[config.mk]
export PLATFORM = sky130hd
export DESIGN_NAME = spcm_queue
export DESIGN_NICKNAME = d
export VERILOG_FILES = /design/src/design/spcm_pkg.sv /design/src/design/spcm_queue.sv
export SDC_FILE = /design/constraint.sdc
export NUM_CORES = 1
export LEC_CHECK = 0
export BUFFER_PORTS_ARGS = -buffer_cell sky130_fd_sc_hd__buf_2
export CORE_ASPECT_RATIO = 1.1
export CORE_MARGIN = 2
export CORE_UTILIZATION = 55
export DETAILED_ROUTE_END_ITERATION = 10
export PLACE_DENSITY = 0.86
export SYNTH_ARGS = -nofsm -noshare
export SYNTH_HDL_FRONTEND = slang
export SYNTH_SLANG_ARGS = --single-unit
[constraint.sdc]
create_clock -name clk -period 3.25 [get_ports clk]
set_input_delay 0.4875 -clock clk [delete_from_list [all_inputs] [get_ports clk]]
set_output_delay 0.4875 -clock clk [all_outputs]
set_load 0.01 [all_outputs]
[src/design/spcm_pkg.sv]
// Shared types, constants and helper functions for the sky position cross-match block.
// Used by every module of the block; has no dependencies of its own.
package spcm_pkg;

  // Default sizes, handed to the top-level parameters
  localparam int MAX_ENTRIES_DEF    = 32;
  localparam int TRIG_FRAC_BITS_DEF = 30;

  // Fixed field widths
  localparam int ANGLE_W = 24;
  localparam int CFG_W   = 32;
  localparam int ENTRY_W = 5;
  localparam int MUL_W   = 64;

  // Command queue depth between front and back
  localparam int QUEUE_DEPTH = 2;

  // Angle handling: turn-to-radian scale and octant limits
  localparam logic [28:0] RAD_SCALE    = 29'd421657428;
  localparam logic [21:0] EIGHTH_TURN  = 22'h200000;
  localparam logic [22:0] QUARTER_TURN = 23'h400000;

  // Horner steps per polynomial
  localparam int SIN_STEPS = 5;
  localparam int COS_STEPS = 6;

  // Input action codes
  localparam logic [1:0] ACT_LOAD_FIRST  = 2'd0;
  localparam logic [1:0] ACT_LOAD_SECOND = 2'd1;
  localparam logic [1:0] ACT_RUN         = 2'd2;

  // Configuration register indexes
  localparam logic CFG_COS_RADIUS        = 1'b0;
  localparam logic CFG_INCLUDE_UNMATCHED = 1'b1;

  typedef enum logic [1:0] {
    CMD_LOAD_FIRST,
    CMD_LOAD_SECOND,
    CMD_RUN
  } cmd_kind_t;

  typedef struct packed {
    cmd_kind_t                 kind;
    logic [ANGLE_W-1:0]        ra;
    logic [ANGLE_W-1:0]        dec;
  } cmd_t;

  typedef struct packed {
    logic [1:0]                action;
    logic [ANGLE_W-1:0]        right_ascension;
    logic signed [ANGLE_W-1:0] declination;
  } in_item_t;

  typedef struct packed {
    logic               valid_res;
    logic               from_second;
    logic [ENTRY_W-1:0] entry_index;
    logic               replaced;
    logic               last;
  } out_item_t;

  typedef enum logic {
    PH_SIN,
    PH_COS
  } poly_phase_t;

  typedef enum logic [3:0] {
    TG_IDLE,
    TG_XRND,
    TG_X2,
    TG_DM,
    TG_DQ,
    TG_DR,
    TG_HM,
    TG_HN,
    TG_SFIN,
    TG_SSTORE,
    TG_OUT
  } trig_state_t;

  typedef enum logic [4:0] {
    BK_IDLE,
    BK_LOAD,
    BK_CLEAR,
    BK_M_RD,
    BK_M_CHK,
    BK_M_TRIG,
    BK_M_MUL1,
    BK_M_MUL2,
    BK_M_MUL3,
    BK_M_CMP,
    BK_M_ADV,
    BK_E_START,
    BK_E1_RD,
    BK_E1_PUT,
    BK_E2_RD,
    BK_E2_PUT,
    BK_EMPTY,
    BK_FINISH
  } back_state_t;

  // Divisor of each Horner step
  function automatic logic [7:0] horner_div(poly_phase_t ph, logic [2:0] step);
    logic [7:0] d;
    d = 8'd1;
    case (ph)
      PH_SIN: begin
        case (step)
          3'd0:    d = 8'd110;
          3'd1:    d = 8'd72;
          3'd2:    d = 8'd42;
          3'd3:    d = 8'd20;
          3'd4:    d = 8'd6;
          default: d = 8'd1;
        endcase
      end
      PH_COS: begin
        case (step)
          3'd0:    d = 8'd132;
          3'd1:    d = 8'd90;
          3'd2:    d = 8'd56;
          3'd3:    d = 8'd30;
          3'd4:    d = 8'd12;
          3'd5:    d = 8'd2;
          default: d = 8'd1;
        endcase
      end
      default: d = 8'd1;
    endcase
    return d;
  endfunction

  // floor(2^32 / divisor) of each Horner step
  function automatic logic [31:0] horner_recip(poly_phase_t ph, logic [2:0] step);
    logic [31:0] m;
    m = 32'hFFFF_FFFF;
    case (ph)
      PH_SIN: begin
        case (step)
          3'd0:    m = 32'd39045157;
          3'd1:    m = 32'd59652323;
          3'd2:    m = 32'd102261126;
          3'd3:    m = 32'd214748364;
          3'd4:    m = 32'd715827882;
          default: m = 32'hFFFF_FFFF;
        endcase
      end
      PH_COS: begin
        case (step)
          3'd0:    m = 32'd32537631;
          3'd1:    m = 32'd47721858;
          3'd2:    m = 32'd76695844;
          3'd3:    m = 32'd143165576;
          3'd4:    m = 32'd357913941;
          3'd5:    m = 32'd2147483648;
          default: m = 32'hFFFF_FFFF;
        endcase
      end
      default: m = 32'hFFFF_FFFF;
    endcase
    return m;
  endfunction

endpackage

[src/design/spcm_queue.sv]
// Short command queue between the front end and the back end.
// Depends on spcm_pkg.
module spcm_queue (
  input  logic           clk,
  input  logic           rst_n,
  input  logic           push_valid,
  output logic           push_ready,
  input  spcm_pkg::cmd_t push_cmd,
  output logic           pop_valid,
  input  logic           pop,
  output spcm_pkg::cmd_t pop_cmd
);
  import spcm_pkg::*;

  localparam int PW = (QUEUE_DEPTH > 1) ? $clog2(QUEUE_DEPTH) : 1;
  localparam int CW = $clog2(QUEUE_DEPTH + 1);

  cmd_t          slot_r [QUEUE_DEPTH];
  logic [PW-1:0] wr_r, wr_nxt;
  logic [PW-1:0] rd_r, rd_nxt;
  logic [CW-1:0] cnt_r, cnt_nxt;
  logic          do_push;
  logic          do_pop;

  assign push_ready = cnt_r != CW'(QUEUE_DEPTH);
  assign pop_valid  = cnt_r != '0;
  assign pop_cmd    = slot_r[rd_r];
  assign do_push    = push_valid && push_ready;
  assign do_pop     = pop && pop_valid;

  // Advance pointers with wrap at the depth
  always_comb begin
    wr_nxt  = wr_r;
    rd_nxt  = rd_r;
    cnt_nxt = cnt_r;
    if (do_push) begin
      wr_nxt = (wr_r == PW'(QUEUE_DEPTH - 1)) ? '0 : wr_r + 1'b1;
    end
    if (do_pop) begin
      rd_nxt = (rd_r == PW'(QUEUE_DEPTH - 1)) ? '0 : rd_r + 1'b1;
    end
    if (do_push && !do_pop) begin
      cnt_nxt = cnt_r + 1'b1;
    end else if (!do_push && do_pop) begin
      cnt_nxt = cnt_r - 1'b1;
    end
  end

  always_ff @(posedge clk) begin
    if (!rst_n) begin
      wr_r  <= '0;
      rd_r  <= '0;
      cnt_r <= '0;
    end else begin
      wr_r  <= wr_nxt;
      rd_r  <= rd_nxt;
      cnt_r <= cnt_nxt;
    end
    if (do_push) begin
      slot_r[wr_r] <= push_cmd;
    end
  end

endmodule

* Yosys cells after proc, flatten, opt, wreduce, memory -nomap -nowiden
Memory sizes are Yosys's and may differ from the RTL's. A register that Yosys moved wholly into a read port is not among the register bits.
Index checks and enable logic that the tools add are counted.
** Storage, ports and cells
- Register bits :: 4
- RAM bits :: 100
- Output and inout bits :: 52
- Logic and storage cells :: 25
- Bits of input ports :: 54
- Memories :: 1
** Memory list
- slot_r :: words 2, width 50, rd ports 1, clocked after Yosys merged registers in 1, write ports 1, RTL line spcm_queue.sv:18 : cmd_t slot_r [QUEUE_DEPTH];
** Cells by class
- Eq/ne operators :: 1
- $add $sub $neg :: 4
- Reduce and logical (&&, ||, !) cells :: 8
- Multiplexer cells :: 8
** Operator list (count)
- $mux W1 :: 6
- $logic_and A1 B1 Y1 :: 4
- $mux W2 :: 2
- $reduce_bool A2 Y1 :: 2
- $add A1 B1 Y1 const B :: 2
- $add A2 B1 Y2 const B :: 1
- $logic_not A1 Y1 :: 2
- $ne A2 B2 Y1 const B :: 1
- $sub A2 B1 Y2 const B :: 1

* Depth between registers and ports, before layout
Gate-level depths: netlist (run 1).
- Depth after elaboration :: 6
- Depth in mapped cells :: 6
- Mapped depth without buffers :: 6

* Worst setup path before layout (run 1)
OpenSTA, ideal clock, no wires.
- Kind :: register to register
- From :: reg cnt_r[0]
- To :: mem slot_r[1][0] (netlist bit) (enable)
- Clock period less this slack :: 2.226 ns
- Required time :: 2.837 ns
- Data arrival time :: 1.813 ns
- Path buffers :: 0
- Setup slack :: 1.024 ns
- Cell stages (with the launch flop) :: 3
- Setup time :: 0.413 ns
- Cells stage by stage :: dfxtp_1 -> nand2b_4 -> and3_1
** On the way
- Longest elaborated chain between the ends :: 4
** RTL lines
- start, declared :: RTL line spcm_queue.sv:21 : logic [CW-1:0] cnt_r, cnt_nxt;
- start signal, assigned :: RTL line spcm_queue.sv:57 : cnt_r <= cnt_nxt;
- $ne A2 B2 Y1 :: RTL line spcm_queue.sv:25 : assign push_ready = cnt_r != CW'(QUEUE_DEPTH);
- net push_ready :: RTL line spcm_queue.sv:7 : output logic push_ready,
- $logic_and A1 B1 Y1 :: RTL line spcm_queue.sv:28 : assign do_push = push_valid && push_ready;
- $mux W1 :: RTL line spcm_queue.sv:59 : if (do_push) begin
- $mux W1 (not written as such) :: RTL line spcm_queue.sv:60 : slot_r[wr_r] <= push_cmd;
- end, declared :: RTL line spcm_queue.sv:18
The timed path passes the listed nets, and every way through them passes these cells.

==> flow_summary.toml, run 1 <==
[clock_tree]
cts_num_sinks = 105
numCtsBuffers = 9
cts_buffer_depth = 2
path_clk_slew_ps = 90
cts_root_buf = "clkbuf_8"
post_cts_buffers = 0
clock_latency_ps = 360
htreeDepth = 3
cts_tree = "yes"
cts_resized = 0
cts_hold_buffers = 0

[critical_path]
endpoint_kind = "output port"
crit_arrival_ps = 1790
crit_type = "reg -> out"
worstPathCellList = "buf_12, mux2_2, buf_2"
cpMaxStageDelayCell = "dfxtp_2"
cp.required_ps = 2760
cp-start-kind = "flop"
slowest_delay_ps = 610
r2r-start = "cnt_r[0]"
critPathMaxFanout = 33

[cells_and_area]
n_antenna_cell = 0
fin_util = 0.702
areaGrowthSynthToFinish_pct = 22.0
final_cells = 380
fin_nets = 348
fillCellCount = 448
drive_above_1_share = 0.584

[power_and_ir_drop]
p_seq_frac = 0.510
internal_power_w = 0.00255
peakVddDrop_v = 0.000616
pwr-share-clk = 0.241
switchingPower_w = 0.000924
p_per_area_nw_per_um2 = 742
leakagePower_nw = 1.76
p_comb_frac = 0.249
swShare = 0.266

[synthesis]
synthDistinctLibCells = 21
synth_nets = 235
ys_ff_latch = 105
synthCells = 180
yosysWarnings = 0
netlist_area_um2 = 3840
ys_seq_area_frac = 0.809
postSynthAreaPerCell_um2 = 21.3

[global_routing]
grt_start_max_net_pins = 51
grt_pass1_wl_um = 9570
antenna_found_initial = 0
grt.total_usage = 0.168
gr-total-overflow = 0
first_global_vias = 2013

[routing]
drtIter0Drc = 96
top_layer_used = "met4"
postRouteAntennaNets = 0
route.met3.wl_um = 366
firstDrtPassIters = 4
routed_wl_um = 6260
m1WireLength_um = 2680
route.met2.wl_um = 3070
drc = 0
num_vias = 1957
via_per_inst = 5.15
wl_per_cell_um = 16.5

[die]
fp.dieW_um = 83.6
pin_count = 106
die_h_um = 91.6
coreArea_um2 = 6670
start_util = 0.575
rows = 31
die_area_um2 = 7660

[sta]
setup-tns-final_ps = 0
post-route-period-util = 0.700
finalClockSkew_ps = 6.66
slew_viol_final = 0
rsz0062_at_grt = "false"
slew_headroom = 0.562
post-route-min-period_ps = 2270
tightestPinTransition_ps = 657
max_freq_mhz = 440
setup_violations = 0
hold_viol = 0

[hold_path]
worstHoldStart = "push_cmd[17]"
worstHoldPathType = "in -> reg"

[placed_design]
place.gp.congestion = 0.719
dpl.cell_count = 364
place_hpwl_um = 4140
port_buffers = 105

[status]
status = "complete, no violations"

[job]
cap_violations = 0
cell families (layout without fill, tap and decap cells):
| group | after synthesis | after routing | synth area share |
|---|---|---|---|
| muxes | 50 | 50 | 0.147 |
| adders and majority gates | 1 | 1 | 0.00326 |
| DFF | 105 | 105 | 0.809 |
| AOI/OAI and AO/OA | 5 | 5 | 0.00913 |
| buffers and inverters | 7 | 125 | 0.00847 |
| and+or+nand+nor | 9 | 9 | 0.0170 |
| xor gates and xnor gates | 3 | 3 | 0.00685 |
worst paths after layout:
path                    to  slack, ps  depth (start not counted)
min reg2reg           flop        590                          2
max            pop_cmd[45]        980                          3
min          slot_r[1][17]        310                          1
max reg2reg  slot_r[1][45]       1320                          3
cells in the mapped netlist, drive strengths merged:
library cell  number  area share
or2                1      0.0016
nand2b             1      0.0036
ha                 1      0.0033
or3                1      0.0016
edfxtp           100        0.78
clkbuf             1     0.00098
and3               1      0.0016
a21boi             2      0.0039
xor2               1      0.0023
a21bo              1      0.0026
dfxtp              5       0.026
mux2              50        0.15
and2               4      0.0065
o21ai              2      0.0026
inv                1     0.00098
nand3b             1      0.0020
buf                5      0.0065
xnor2              2      0.0046
flip-flops by register name (all words and copies together) (netlist names), named ones only:
name,flops
wr_r,1
cnt_r,2
slot_r,100
rd_r,1
power by group through the flow:
stage / combinational, W / clock, W / sequential (W)
after floorplan: 0.000583 / 0 / 0.00176
after global placement: 0.000860 / 0 / 0.00179
after detailed placement: 0.000876 / 0 / 0.00181
after CTS: 0.000881 / 0.000856 / 0.00178
after global routing: 0.000938 / 0.000906 / 0.00179
final: 0.000865 / 0.000836 / 0.00177
area by class of cell:
| class | instances | area [um^2] | area share |
|---|---|---|---|
| inverter | 1 | 3.75 | 0.000801 |
| clock buffer | 9 | 124 | 0.0264 |
| tap | 82 | 103 | 0.0219 |
| sequential | 105 | 3100 | 0.663 |
| multi-input combinational | 68 | 703 | 0.150 |
| clock inverter | 7 | 85.1 | 0.0182 |
| timing repair buffer | 108 | 561 | 0.120 |
critical path: cells and delay by family, from the launching register on:
family	cells	cell delay, ps
DFF	1	610
muxes	1	370
buffers and inverters	2	410
metrics by stage:
stage / hold slack (ps) / setup slack [ps] / power (W) / area [um^2]
after floorplan: 512 / 1020 / 0.00234 / 3840
after global placement: 530 / 1280 / 0.00265 / 4470
after detailed placement: 578 / 1280 / 0.00268 / 4470
after CTS: 289 / 961 / 0.00351 / 4680
after global routing: 284 / 887 / 0.00364 / 4680
final: 308 / 976 / 0.00347 / 4680
layer usage:
layer	track usage	up-vias
met4	0.0887	0
met5	0	-
met1	0.199	946
met2	0.282	69
met3	0.0445	10
li1	-	932
layout by cell type, fill, tap and decap left out, types with 2 or more instances in the layout:
| master | count |
|---|---|
| clkinv_2 | 2 |
| xnor2_1 | 2 |
| buf_2 | 105 |
| buf_4 | 2 |
| edfxtp_1 | 100 |
| bufinv_16 | 2 |
| mux2_1 | 4 |
| dfxtp_1 | 4 |
| clkinv_1 | 2 |
| and2_1 | 4 |
| mux2_2 | 46 |
| clkbuf_8 | 9 |
No activity file was read; power rests on OpenSTA's default activity.
==> run 2, diff against run 1 <==
Settings changed: CORE_UTILIZATION 55 to 46, PLACE_DENSITY 0.86 to 0.77.
Clock period 3.25 ns to 2 ns, I/O delays scaled along.
==> flow_summary.toml, run 2 (synthesis gave the netlist of run 1 again) <==
[status]
status = "complete, no violations"

[job]
cap_violations = 0

[clock_tree]
cts_root_buf = "clkbuf_8"
post_cts_buffers = 0
cts_buffer_depth = 2
cts_num_sinks = 105
cts_hold_buffers = 0
path_clk_slew_ps = 100
clock_latency_ps = 350
cts_resized = 0
htreeDepth = 3
numCtsBuffers = 9
cts_tree = "yes"

[placed_design]
place_hpwl_um = 4220
place.gp.congestion = 0.685
dpl.cell_count = 393
port_buffers = 105

[sta]
rsz0062_at_grt = "false"
setup-tns-final_ps = 0
hold_viol = 0
whs_ps = 127
max_freq_mhz = 548
finalClockSkew_ps = 15.0
slew_headroom = 0.711
tightestPinTransition_ps = 433
post-route-min-period_ps = 1820
setup_violations = 0
slew_viol_final = 0
post-route-period-util = 0.912

[cells_and_area]
final_cells = 410
fillCellCount = 652
largest-register = "slot_r"
drive_above_1_share = 0.591
areaGrowthSynthToFinish_pct = 23.8
fin_util = 0.594
final_common_cell = "buf_2"
final_cell_mix = "105 x buf_2, 100 x edfxtp_1, 46 x mux2_2"
reg_top3 = "slot_r x100, cnt_r x2"
largest_reg_flops = 100
fin_nets = 351

[critical_path]
critPathMaxFanout = 25
endpoint_kind = "output port"
crit_type = "reg -> out"
crit_arrival_ps = 1520
cp-start-kind = "flop"
cp.required_ps = 1700

[routing]
firstDrtPassIters = 4
wl_per_cell_um = 15.1
num_vias = 1918
drc = 0
routed_wl_um = 6200
postRouteAntennaNets = 0
drtIter0Drc = 68
via_per_inst = 4.68

[die]
die_h_um = 99.8
pin_count = 106
die_area_um2 = 9090
coreArea_um2 = 8000
fp.dieW_um = 91.1
start_util = 0.480
rows = 34

[global_routing]
first_global_vias = 2034
gr-total-overflow = 0
antenna_found_initial = 1
grt.total_usage = 0.139
grt_pass1_wl_um = 9580
grt_start_max_net_pins = 33

[power_and_ir_drop]
peakVddDrop_v = 0.000593
p_per_area_nw_per_um2 = 1180
leakagePower_nw = 1.77

[hold_path]
worstHoldPathType = "in -> reg"
run 2: cell count changes in the layout (fill, tap and decap cells not counted):
| cell | before | now |
|---|---|---|
| clkinv_2 | 2 | 0 |
| inv_2 | 1 | 0 |
| clkinv_4 | 0 | 3 |
| inv_6 | 0 | 2 |
| bufinv_16 | 2 | 1 |
| buf_4 | 2 | 4 |
| clkinv_1 | 2 | 0 |
| diode_2 | 0 | 1 |
| clkbuf_1 | 0 | 1 |
| buf_12 | 1 | 2 |
run 2: report_power, final:
group	leakage, nW	switching (W)	internal (W)	total, W
sequential	0.975	0.0000824	0.00274	0.00283
combinational	0.692	0.000745	0.000729	0.00147
clock	0.101	0.000695	0.000595	0.00129
total	1.77	0.00152	0.00407	0.00559
run 2: cell type report:
class / count / area (um^2) / share of cell area
sequential: 105 / 3100 / 0.654
multi-input combinational: 68 / 703 / 0.148
timing repair buffer: 111 / 596 / 0.125
tap: 108 / 135 / 0.0285
clock buffer: 10 / 128 / 0.0269
clock inverter: 6 / 73.8 / 0.0155
inverter: 1 / 7.51 / 0.00158
antenna: 1 / 2.50 / 0.000527
run 2: metal layers:
metal / part of all wire / global-route usage
met4: 0.016 / 0.0664
met2: 0.54 / 0.242
met1: 0.40 / 0.163
met3: 0.052 / 0.0345
met5: 0 / 0
run 2: critical path, cell delays in order (launching register included):
cell	delay, ps
dfxtp_2	330
buf_4	310
mux2_2	390
buf_2	140
run 2: per-stage QoR:
step / instance area [um^2] / worst slack [ps] / power [W]
3_5_place_dp: 4550 / 333 / 0.00438
4_1_cts: 4750 / 132 / 0.00567
6_report: 4750 / 177 / 0.00559
3_3_place_gp: 4550 / 395 / 0.00435
2_1_floorplan: 3840 / 240 / 0.00381
5_1_grt: 4750 / 74.9 / 0.00588
run 2: path summary, 6_finish.rpt:
kind | to | slack [ps] | depth (start not counted) | start
setup / recovery | pop_cmd[15] | 180 | 3 | flop
hold / removal | slot_r[1][13] | 130 | 1 | push_cmd[13]
setup reg to reg | slot_r[0][6] | 360 | 4 | cnt_r[0]
hold reg to reg | cnt_r[1] | 560 | 2 | cnt_r[1]
