`src/design/spcm_pkg.sv`:
```
// Shared types, constants and helper functions for the sky position cross-match block.
// Used by every module of the block; has no dependencies of its own.
package spcm_pkg;

  // Default sizes, handed to the top-level parameters
  localparam int MAX_ENTRIES_DEF    = 32;
  localparam int TRIG_FRAC_BITS_DEF = 30;

  // Fixed field widths
  localparam int ANGLE_W = 24;
  localparam int CFG_W   = 32;
  localparam int ENTRY_W = 5;
  localparam int MUL_W   = 64;

  // Command queue depth between front and back
  localparam int QUEUE_DEPTH = 2;

  // Angle handling: turn-to-radian scale and octant limits
  localparam logic [28:0] RAD_SCALE    = 29'd421657428;
  localparam logic [21:0] EIGHTH_TURN  = 22'h200000;
  localparam logic [22:0] QUARTER_TURN = 23'h400000;

  // Horner steps per polynomial
  localparam int SIN_STEPS = 5;
  localparam int COS_STEPS = 6;

  // Input action codes
  localparam logic [1:0] ACT_LOAD_FIRST  = 2'd0;
  localparam logic [1:0] ACT_LOAD_SECOND = 2'd1;
  localparam logic [1:0] ACT_RUN         = 2'd2;

  // Configuration register indexes
  localparam logic CFG_COS_RADIUS        = 1'b0;
  localparam logic CFG_INCLUDE_UNMATCHED = 1'b1;

  typedef enum logic [1:0] {
    CMD_LOAD_FIRST,
    CMD_LOAD_SECOND,
    CMD_RUN
  } cmd_kind_t;

  typedef struct packed {
    cmd_kind_t                 kind;
    logic [ANGLE_W-1:0]        ra;
    logic [ANGLE_W-1:0]        dec;
  } cmd_t;

  typedef struct packed {
    logic [1:0]                action;
    logic [ANGLE_W-1:0]        right_ascension;
    logic signed [ANGLE_W-1:0] declination;
  } in_item_t;

  typedef struct packed {
    logic               valid_res;
    logic               from_second;
    logic [ENTRY_W-1:0] entry_index;
    logic               replaced;
    logic               last;
  } out_item_t;

  typedef enum logic {
    PH_SIN,
    PH_COS
  } poly_phase_t;

  typedef enum logic [3:0] {
    TG_IDLE,
    TG_XRND,
    TG_X2,
    TG_DM,
    TG_DQ,
    TG_DR,
    TG_HM,
    TG_HN,
    TG_SFIN,
    TG_SSTORE,
    TG_OUT
  } trig_state_t;

  typedef enum logic [4:0] {
    BK_IDLE,
    BK_LOAD,
    BK_CLEAR,
    BK_M_RD,
    BK_M_CHK,
    BK_M_TRIG,
    BK_M_MUL1,
    BK_M_MUL2,
    BK_M_MUL3,
    BK_M_CMP,
    BK_M_ADV,
    BK_E_START,
    BK_E1_RD,
    BK_E1_PUT,
    BK_E2_RD,
    BK_E2_PUT,
    BK_EMPTY,
    BK_FINISH
  } back_state_t;

  // Divisor of each Horner step
  function automatic logic [7:0] horner_div(poly_phase_t ph, logic [2:0] step);
    logic [7:0] d;
    d = 8'd1;
    case (ph)
      PH_SIN: begin
        case (step)
          3'd0:    d = 8'd110;
          3'd1:    d = 8'd72;
          3'd2:    d = 8'd42;
          3'd3:    d = 8'd20;
          3'd4:    d = 8'd6;
          default: d = 8'd1;
        endcase
      end
      PH_COS: begin
        case (step)
          3'd0:    d = 8'd132;
          3'd1:    d = 8'd90;
          3'd2:    d = 8'd56;
          3'd3:    d = 8'd30;
          3'd4:    d = 8'd12;
          3'd5:    d = 8'd2;
          default: d = 8'd1;
        endcase
      end
      default: d = 8'd1;
    endcase
    return d;
  endfunction

  // floor(2^32 / divisor) of each Horner step
  function automatic logic [31:0] horner_recip(poly_phase_t ph, logic [2:0] step);
    logic [31:0] m;
    m = 32'hFFFF_FFFF;
    case (ph)
      PH_SIN: begin
        case (step)
          3'd0:    m = 32'd39045157;
          3'd1:    m = 32'd59652323;
          3'd2:    m = 32'd102261126;
          3'd3:    m = 32'd214748364;
          3'd4:    m = 32'd715827882;
          default: m = 32'hFFFF_FFFF;
        endcase
      end
      PH_COS: begin
        case (step)
          3'd0:    m = 32'd32537631;
          3'd1:    m = 32'd47721858;
          3'd2:    m = 32'd76695844;
          3'd3:    m = 32'd143165576;
          3'd4:    m = 32'd357913941;
          3'd5:    m = 32'd2147483648;
          default: m = 32'hFFFF_FFFF;
        endcase
      end
      default: m = 32'hFFFF_FFFF;
    endcase
    return m;
  endfunction

endpackage

```
`src/design/spcm_trig.sv`:
```
// Iterative sine/cosine unit: octant reduction and Horner polynomials on one multiplier.
// Depends on spcm_pkg; constant divisions use reciprocal multiply plus one correction.
module spcm_trig #(
  parameter int TRIG_FRAC_BITS = spcm_pkg::TRIG_FRAC_BITS_DEF
) (
  input  logic                             clk,
  input  logic                             rst_n,
  input  logic                             start,
  input  logic [spcm_pkg::ANGLE_W-1:0]     angle,
  output logic                             done,
  output logic signed [TRIG_FRAC_BITS+1:0] sin_o,
  output logic signed [TRIG_FRAC_BITS+1:0] cos_o
);
  import spcm_pkg::*;

  localparam int F  = TRIG_FRAC_BITS;
  localparam int SH = 50 - F;
  localparam int TW = F + 2;
  localparam int MW = F + 1;

  trig_state_t        state_r, state_nxt;
  poly_phase_t        phase_r, phase_nxt;
  logic [2:0]         step_r, step_nxt;
  logic [1:0]         quad_r, quad_nxt;
  logic               swap_r, swap_nxt;
  logic [F-1:0]       x_r, x_nxt;
  logic [F-1:0]       x2_r, x2_nxt;
  logic [F-1:0]       n_r, n_nxt;
  logic [F-1:0]       q_r, q_nxt;
  logic [MW-1:0]      h_r, h_nxt;
  logic [MW-1:0]      smag_r, smag_nxt;
  logic [MUL_W-1:0]   prod_r, prod_nxt;
  logic signed [TW-1:0] sin_r, sin_nxt;
  logic signed [TW-1:0] cos_r, cos_nxt;
  logic               done_r, done_nxt;

  logic [21:0]        f_off;
  logic [22:0]        t_wide;
  logic [21:0]        t_red;
  logic [31:0]        mul_a;
  logic [31:0]        mul_b;
  logic [7:0]         div_d;
  logic [31:0]        div_m;
  logic [MUL_W-1:0]   prod_rnd;
  logic [F-1:0]       x_new;
  logic [F-1:0]       rem;
  logic [F-1:0]       q_fix;
  logic [MW-1:0]      h_new;
  logic               last_step;
  logic [MW-1:0]      s_mag;
  logic [MW-1:0]      c_mag;
  logic signed [TW-1:0] s_val;
  logic signed [TW-1:0] c_val;

  // Fold the offset into the lower half of the quadrant
  assign f_off  = angle[21:0];
  assign t_wide = QUARTER_TURN - {1'b0, f_off};
  assign t_red  = (f_off <= EIGHTH_TURN) ? f_off : t_wide[21:0];

  assign div_d     = horner_div(phase_r, step_r);
  assign div_m     = horner_recip(phase_r, step_r);
  assign prod_rnd  = prod_r + (MUL_W'(1) << (SH - 1));
  assign x_new     = prod_rnd[SH+F-1:SH];
  assign rem       = n_r - prod_r[F-1:0];
  assign q_fix     = q_r + F'(rem >= F'(div_d));
  assign h_new     = (MW'(1) << F) - {1'b0, q_fix};
  assign last_step = (phase_r == PH_SIN) ? (step_r == 3'(SIN_STEPS - 1))
                                         : (step_r == 3'(COS_STEPS - 1));

  // Undo the octant swap; the quadrant rotation is applied in TG_OUT
  assign s_mag = swap_r ? h_r : smag_r;
  assign c_mag = swap_r ? smag_r : h_r;
  assign s_val = $signed({1'b0, s_mag});
  assign c_val = $signed({1'b0, c_mag});

  // Select multiplier operands, next state and datapath updates
  always_comb begin
    state_nxt = state_r;
    phase_nxt = phase_r;
    step_nxt  = step_r;
    quad_nxt  = quad_r;
    swap_nxt  = swap_r;
    x_nxt     = x_r;
    x2_nxt    = x2_r;
    n_nxt     = n_r;
    q_nxt     = q_r;
    h_nxt     = h_r;
    smag_nxt  = smag_r;
    sin_nxt   = sin_r;
    cos_nxt   = cos_r;
    done_nxt  = 1'b0;
    mul_a     = '0;
    mul_b     = '0;
    case (state_r)
      TG_IDLE: begin
        mul_a = {10'd0, t_red};
        mul_b = {3'd0, RAD_SCALE};
        if (start) begin
          quad_nxt  = angle[23:22];
          swap_nxt  = f_off > EIGHTH_TURN;
          state_nxt = TG_XRND;
        end
      end
      TG_XRND: begin
        x_nxt     = x_new;
        mul_a     = 32'(x_new);
        mul_b     = 32'(x_new);
        state_nxt = TG_X2;
      end
      TG_X2: begin
        x2_nxt    = prod_r[2*F-1:F];
        n_nxt     = prod_r[2*F-1:F];
        phase_nxt = PH_SIN;
        step_nxt  = '0;
        state_nxt = TG_DM;
      end
      TG_DM: begin
        mul_a     = 32'(n_r);
        mul_b     = div_m;
        state_nxt = TG_DQ;
      end
      TG_DQ: begin
        q_nxt     = prod_r[32+F-1:32];
        mul_a     = 32'(prod_r[32+F-1:32]);
        mul_b     = 32'(div_d);
        state_nxt = TG_DR;
      end
      TG_DR: begin
        h_nxt = h_new;
        if (last_step) begin
          state_nxt = (phase_r == PH_SIN) ? TG_SFIN : TG_OUT;
        end else begin
          step_nxt  = step_r + 1'b1;
          state_nxt = TG_HM;
        end
      end
      TG_HM: begin
        mul_a     = 32'(x2_r);
        mul_b     = 32'(h_r);
        state_nxt = TG_HN;
      end
      TG_HN: begin
        n_nxt     = prod_r[2*F-1:F];
        state_nxt = TG_DM;
      end
      TG_SFIN: begin
        mul_a     = 32'(x_r);
        mul_b     = 32'(h_r);
        state_nxt = TG_SSTORE;
      end
      TG_SSTORE: begin
        smag_nxt  = {1'b0, prod_r[2*F-1:F]};
        n_nxt     = x2_r;
        phase_nxt = PH_COS;
        step_nxt  = '0;
        state_nxt = TG_DM;
      end
      TG_OUT: begin
        case (quad_r)
          2'd0: begin
            sin_nxt = s_val;
            cos_nxt = c_val;
          end
          2'd1: begin
            sin_nxt = c_val;
            cos_nxt = -s_val;
          end
          2'd2: begin
            sin_nxt = -s_val;
            cos_nxt = -c_val;
          end
          default: begin
            sin_nxt = -c_val;
            cos_nxt = s_val;
          end
        endcase
        done_nxt  = 1'b1;
        state_nxt = TG_IDLE;
      end
      default: state_nxt = TG_IDLE;
    endcase
    prod_nxt = MUL_W'(mul_a) * MUL_W'(mul_b);
  end

  always_ff @(posedge clk) begin
    if (!rst_n) begin
      state_r <= TG_IDLE;
      done_r  <= 1'b0;
    end else begin
      state_r <= state_nxt;
      done_r  <= done_nxt;
    end
    phase_r <= phase_nxt;
    step_r  <= step_nxt;
    quad_r  <= quad_nxt;
    swap_r  <= swap_nxt;
    x_r     <= x_nxt;
    x2_r    <= x2_nxt;
    n_r     <= n_nxt;
    q_r     <= q_nxt;
    h_r     <= h_nxt;
    smag_r  <= smag_nxt;
    prod_r  <= prod_nxt;
    sin_r   <= sin_nxt;
    cos_r   <= cos_nxt;
  end

  assign done  = done_r;
  assign sin_o = sin_r;
  assign cos_o = cos_r;

endmodule

```
`config.mk`:
```
export PLATFORM = sky130hd
export DESIGN_NAME = spcm_trig
export DESIGN_NICKNAME = d
export VERILOG_FILES = /design/src/design/spcm_pkg.sv /design/src/design/spcm_trig.sv
export SDC_FILE = /design/constraint.sdc
export NUM_CORES = 2
export LEC_CHECK = 0
export ABC_AREA = 1
export BUFFER_PORTS_ARGS = -buffer_cell sky130_fd_sc_hd__buf_2
export CAP_MARGIN = 20
export CORE_MARGIN = 2
export CORE_UTILIZATION = 51
export DETAILED_ROUTE_END_ITERATION = 8
export GPL_ROUTABILITY_DRIVEN = 0
export PLACE_DENSITY = 0.79
export SLEW_MARGIN = 20
export SYNTH_ARGS = -nofsm -noshare
export SYNTH_HDL_FRONTEND = slang
export SYNTH_SLANG_ARGS = --single-unit
```
`constraint.sdc`:
```
create_clock -name clk -period 9.5 [get_ports clk]
set_input_delay 1.425 -clock clk [delete_from_list [all_inputs] [get_ports clk]]
set_output_delay 1.425 -clock clk [all_outputs]
set_load 0.01 [all_outputs]
```
# Yosys cells after proc, flatten, opt, wreduce, memory -nomap -nowiden
# Cells that the tools add are included.
[word_totals]
register_bits = 319
input_bits = 27
output_inout_bits = 65
elab_cells = 82
[op_classes]
add_sub_neg = 8
multipliers = 1
order_cmp = 3
eq_ne = 19
n_mux = 23
bitwise = 1
n_reduce_logical = 12
[op_table]
columns = ["op", "n"]
rows = [
  ["$pmux 32 s5", 2],
  ["$pmux 32 s3", 2],
  ["$pmux 32 s6", 1],
  ["$pmux 30 s6", 1],
  ["$neg 31->32", 2],
  ["$pmux 32 s2", 1],
  ["$mul 30x32->62", 1],
  ["$mux 31", 2],
  ["$pmux 30 s2", 1],
  ["$add 50x20->50 const B", 1],
  ["$pmux 8 s6", 1],
  ["$pmux 7 s5", 1],
  ["$pmux 4 s8", 1],
  ["$sub 31x30->31 const A", 1],
  ["$add 30x1->30", 1],
  ["$ge 30x8->1", 1],
  ["$sub 30x30->30", 1],
  ["$gt 22x22->1 const B", 1],
  ["$le 22x22->1 const B", 1],
  ["$mux 22", 1],
  ["$sub 1x22->22 const A", 1],
  ["$eq 4x3->1 const B", 4],
  ["$pmux 8 s2", 1],
  ["$eq 4x4->1 const B", 3],
  ["23 further kinds", 34],
]

# Depth between registers and ports, before layout
[logic_depth]
depth_word = 6
mapped_depth = 46

# Worst setup path after synthesis
# OpenSTA, ideal clock, no wires.
[synth_timing]
path_type = "input port to flip-flop"
start = "input angle[1] in the netlist's numbering"
end = "register prod_r[42]"
setup_ns = 0.123
t_arrival_ns = 8.463
path_slack_ns = 0.913
path_stages = 39
path_buffers = 2
cell_sequence = "inv_1 -> ha_1 -> nand3_1 -> inv_1 -> nand2_1 -> inv_1 -> nand3_1 -> nand2_1 -> buf_2 -> nor2_1 -> nand2_1 -> nand3_1 -> nand2_1 -> buf_2 -> nand2_1 -> inv_1 -> fa_1 -> fa_1 -> [... 3 more ...] -> inv_1 -> fa_1 -> inv_1 -> fa_1 -> inv_1 -> fa_1 -> inv_1 -> fa_1 -> inv_1 -> ha_1 -> nand2_1 -> nor2_1 -> nand2_1 -> o21ai_0 -> nand2_1 -> nand2_1 -> a21oi_1 -> xor2_1"
[synth_between]
elab_chain_len = 4
word_cells_on_any_way = 5
classes_between = "add/sub: 1; mul: 1; order compare: 1; mux: 2"
[synth_rtl]
columns = ["item", "line_no", "rtl"]
rows = [
  ["start, declared", "spcm_trig.sv:9", "input logic [spcm_pkg::ANGLE_W-1:0] angle,"],
  ["$sub 1x22->22 or $le 22x22->1 (tied branches)", "spcm_trig.sv:57, spcm_trig.sv:58", ""],
  ["$mux 22 *", "spcm_trig.sv:58", "assign t_red = (f_off <= EIGHTH_TURN) ? f_off : t_wide[21:0];"],
  ["$pmux 30 s6 *", "spcm_trig.sv:94", "case (state_r)"],
  ["$mul 30x32->62 *", "spcm_trig.sv:182", "prod_nxt = MUL_W'(mul_a) * MUL_W'(mul_b);"],
  ["via prod_nxt[42]", "spcm_trig.sv:32", "logic [MUL_W-1:0] prod_r, prod_nxt;"],
  ["end signal, assigned", "spcm_trig.sv:203", "prod_r <= prod_nxt;"],
  ["end, declared", "spcm_trig.sv:32", ""],
]
# Mark *: on every way through the listed nets, which the timed path passes. The rest lies on a longest branch.
# A chain may end at the register's enable or synchronous reset.

# Worst setup path in the final report
[layout_timing]
start = "register step_r[0]"
end = "register prod_r[50]"
[layout_between]
elab_chain_len = 5
word_cells_on_any_way = 14
classes_between = "mul: 1; eq/ne: 5; mux: 7; reduce/logical: 1"
[layout_rtl]
columns = ["item", "line_no", "rtl"]
rows = [
  ["start, declared", "spcm_trig.sv:23", "logic [2:0] step_r, step_nxt;"],
  ["start signal, assigned", "spcm_trig.sv:194", "step_r <= step_nxt;"],
  ["$eq 3x3->1, or another cell as far along", "spcm_pkg.sv:118, spcm_pkg.sv:149", ""],
  ["$pmux 8 s6, or another cell as far along", "spcm_pkg.sv:118", "case (step)"],
  ["$pmux 8 s2 or $pmux 32 s2 (tied branches)", "spcm_pkg.sv:106, spcm_pkg.sv:137", ""],
  ["$pmux 32 s5 *", "spcm_trig.sv:94", ""],
  ["$mul 30x32->62 *", "spcm_trig.sv:182", ""],
  ["via prod_nxt[50]", "spcm_trig.sv:32", ""],
]
# Marked as above.

==> metrics.md <==
| Metric | Value |
|---|---|
| Status | finished, violations left |
| Failing checks | design-rule violations |
| Filler instances | 9214 |
| DRT Wirelength | 181 mm |
| Synth Area per Inst | 7.64 sq um |
| Worst path most repeated cell | fa_1 |
| Total GRT Usage | 33.9% |
| Normalized max-slew margin | 27.6% |
| EDFF count, synth | 252 |
| DR iter-0 viols | 6851 |
| Die Span X | 327 um |
| Syn nets | 8149 |
| DR WL/cell | 21.2 um |
| Fmax achieved | 107 MHz |
| Final Slew Violations | 0 |
| CP Launch Type | register |
| Synth top area share | 31.4% |
| RSZ-0062 raised after global routing | no |
| CTS tree | yes |
| Die ar. | 107000 sq um |
| DRT Pass-1 Iters | 9 |
| Clock skew | 0.0196 ns |
| Detail Route Antenna Nets | 0 |
| Synth Area in Simple Gates | 22.6% |
| Final Hold Slack | 0.567 ns |
| Vias in the first global route | 48.6k |
| Clock-pin slew on the worst setup and hold paths | 0.06 ns |
| Critical path's slowest cell | clkinv_1 |
| Min Tclk post-route | 9.31 ns |
| WP data arrival | 9.79 ns |
| Final global-route overflow total | 0 |
| Met2 Usage GRT | 51.9% |
| Finish-stage setup viols | 0 |
| Worst-Skew Late Latency | 0.56 ns |
| Yosys warns | 0 |
| CP max stage delay | 0.64 ns |
| Drt via density | 5.75 |
| Most frequent cell after synthesis | nand2_1 |
| Chip height | 327 um |
| Share of layout cells above drive strength 1 | 7.66% |
| Mapped Cells | 6986 |
| Clock Sinks | 319 |
| Crit share post-route | 98.0% |
| Initial antenna violation count | 13 |
| Syn Std Cell Area | 53400 sq um |
| DR DRC count | 2 |
| Row cnt | 118 |
| CTS Buffer Depth | 3 |
| Worst slew pin tran | 1.07 ns |
| Synth cell count leaders | nand2_1, inv_1, fa_1, nor2_1, ha_1 |
| H-tree Lvls | 2 |
| Number of max-cap violations | 0 |
| Synth Register Bits | 319 |
| Post-Synth XOR/XNOR Area | 1.95% |
| Top FF cell, synth | edfxtp_1 |
| Core region area | 104000 sq um |
| Area Overhead vs Synth | 7.83% |
| Clk root buf | clkbuf_16 |
| Multiplexer share of the synthesized area | 0% |
| Number of nets in the layout | 8295 |
| Top cells by area, synth | fa_1, edfxtp_1, nand2_1 |
| Grt met3 use | 9.07% |
| Synth Area in Adders | 38.4% |
| Area leader, netlist | fa_1 |
| Final hold viol count | 0 |
| Via count | 49.2k |
| GR Util met1 | 41.5% |
| Global-route wire length before repair | 276 mm |
| Worst setup EP type | register |
| IO Count | 92 |
| Largest net degree at the start of global routing | 123 |
| Worst Hold Class | reg -> reg |
| Starting density of the core | 51.5% |
| Asr flop ratio synth | 0% |
| Compound-Gate Fraction of Synth Area | 6.29% |
| CTS buffer count | 35 |
| Crit-path max FO | 9 |
| GRT Max-Usage Layer | met2 |
| WP data required | 9.98 ns |
| Largest family of logic cells by synthesized area | adder cells |
| Post-DP HPWL | 149 mm |
| Seq/Total Area, Yosys | 16.7% |
| Post-synth cell types | 58 |
| Critical Setup Path Class | reg -> reg |
| Buffers added on ports | 91 |
layout by cell type, fill, tap and decap left out, drive strengths merged, types with 43 or more instances in the layout:
cell	Yosys	routed
fa	837	837
clkbuf	60	43
nor2	614	614
o21ai	205	205
nor3	64	64
nand2	1867	1867
inv	1694	1693
a21oi	211	211
edfxtp	252	252
ha	299	299
nand4	76	76
dfxtp	67	67
xor2	88	88
buf	161	330
nand3	270	270
routing by layer:
layer  wire length, um  share of wire [%]  vias to the layer above
met4             16200                9.0                        2
met1             61900                 34                    23317
met3             24400                 14                      882
met5                 8             0.0044                        -
met2             78400                 43                     3625
li1                  -                  -                    21329
stage by stage:
step | TNS, ns | std cells | setup WS, ns | utilization (%) | cell area [sq um]
after CTS | 0 | 8534 | 0.308 | 55.4 | 57400
after floorplan | 0 | 6986 | 0.913 | - | 53400
after detailed placement | -0.304 | 8473 | -0.0898 | 54.4 | 56400
final | 0 | 8547 | 0.188 | 55.5 | 57500
after global routing | 0 | 8537 | 0.00411 | 55.5 | 57500
after global placement | 0 | 8473 | 0.0467 | 54.4 | 56400
logic make-up (layout without fill, tap and decap cells):
group | after synthesis | in the layout
simple gates | 2935 | 2935
compound gates | 559 | 559
other cells | 0 | 11
flops | 319 | 319
buf+inv | 1918 | 2088
xor+xnor | 119 | 119
fa+ha+maj | 1136 | 1136
state kept, by name, summed over array words and instances (netlist names):
name     count
cos_o       32
done         1
h_r         31
n_r         30
phase_r      1
prod_r      62
q_r         30
quad_r       2
sin_o       32
smag_r      30
state_r      4
step_r       3
swap_r       1
x2_r        30
x_r         30
final timing paths:
path / start / end / slack (ns) / cells after the start
hold / removal: x2_r[1] / n_r[1] / 0.57 / 2
hold reg to reg: x2_r[1] / n_r[1] / 0.57 / 2
setup / recovery: step_r[0] / prod_r[50] / 0.19 / 31
setup reg to reg: step_r[0] / prod_r[50] / 0.19 / 31
final cells by class:
| class | instances | area (sq um) | area share [%] |
|---|---|---|---|
| multi-input combinational | 4749 | 37000 | 64.3 |
| inverter | 1697 | 6380 | 11.1 |
| antenna | 11 | 27.5 | 0.0478 |
| tap | 1380 | 1730 | 3.00 |
| timing repair buffer | 330 | 2430 | 4.22 |
| clock buffer | 43 | 906 | 1.57 |
| sequential | 319 | 8910 | 15.5 |
| clock inverter | 18 | 140 | 0.244 |
critical path, delay by kind of cell, from the launching register on:
family / cells / cell delay [ns]
flops: 1 / 0.49
compound gates: 4 / 1.04
fa+ha+maj: 11 / 4.96
buf+inv: 5 / 1.01
xor+xnor: 1 / 0.16
simple gates: 10 / 1.57
repair_timing:
action,CTS,global route
hold buffers,0,0
endpoints found under the setup margin,0,29
setup buffers,0,2
resized for setup,0,12
Power is not shown: default switching activity piles up to over one toggle a cycle in this logic, so the estimate is an artifact.
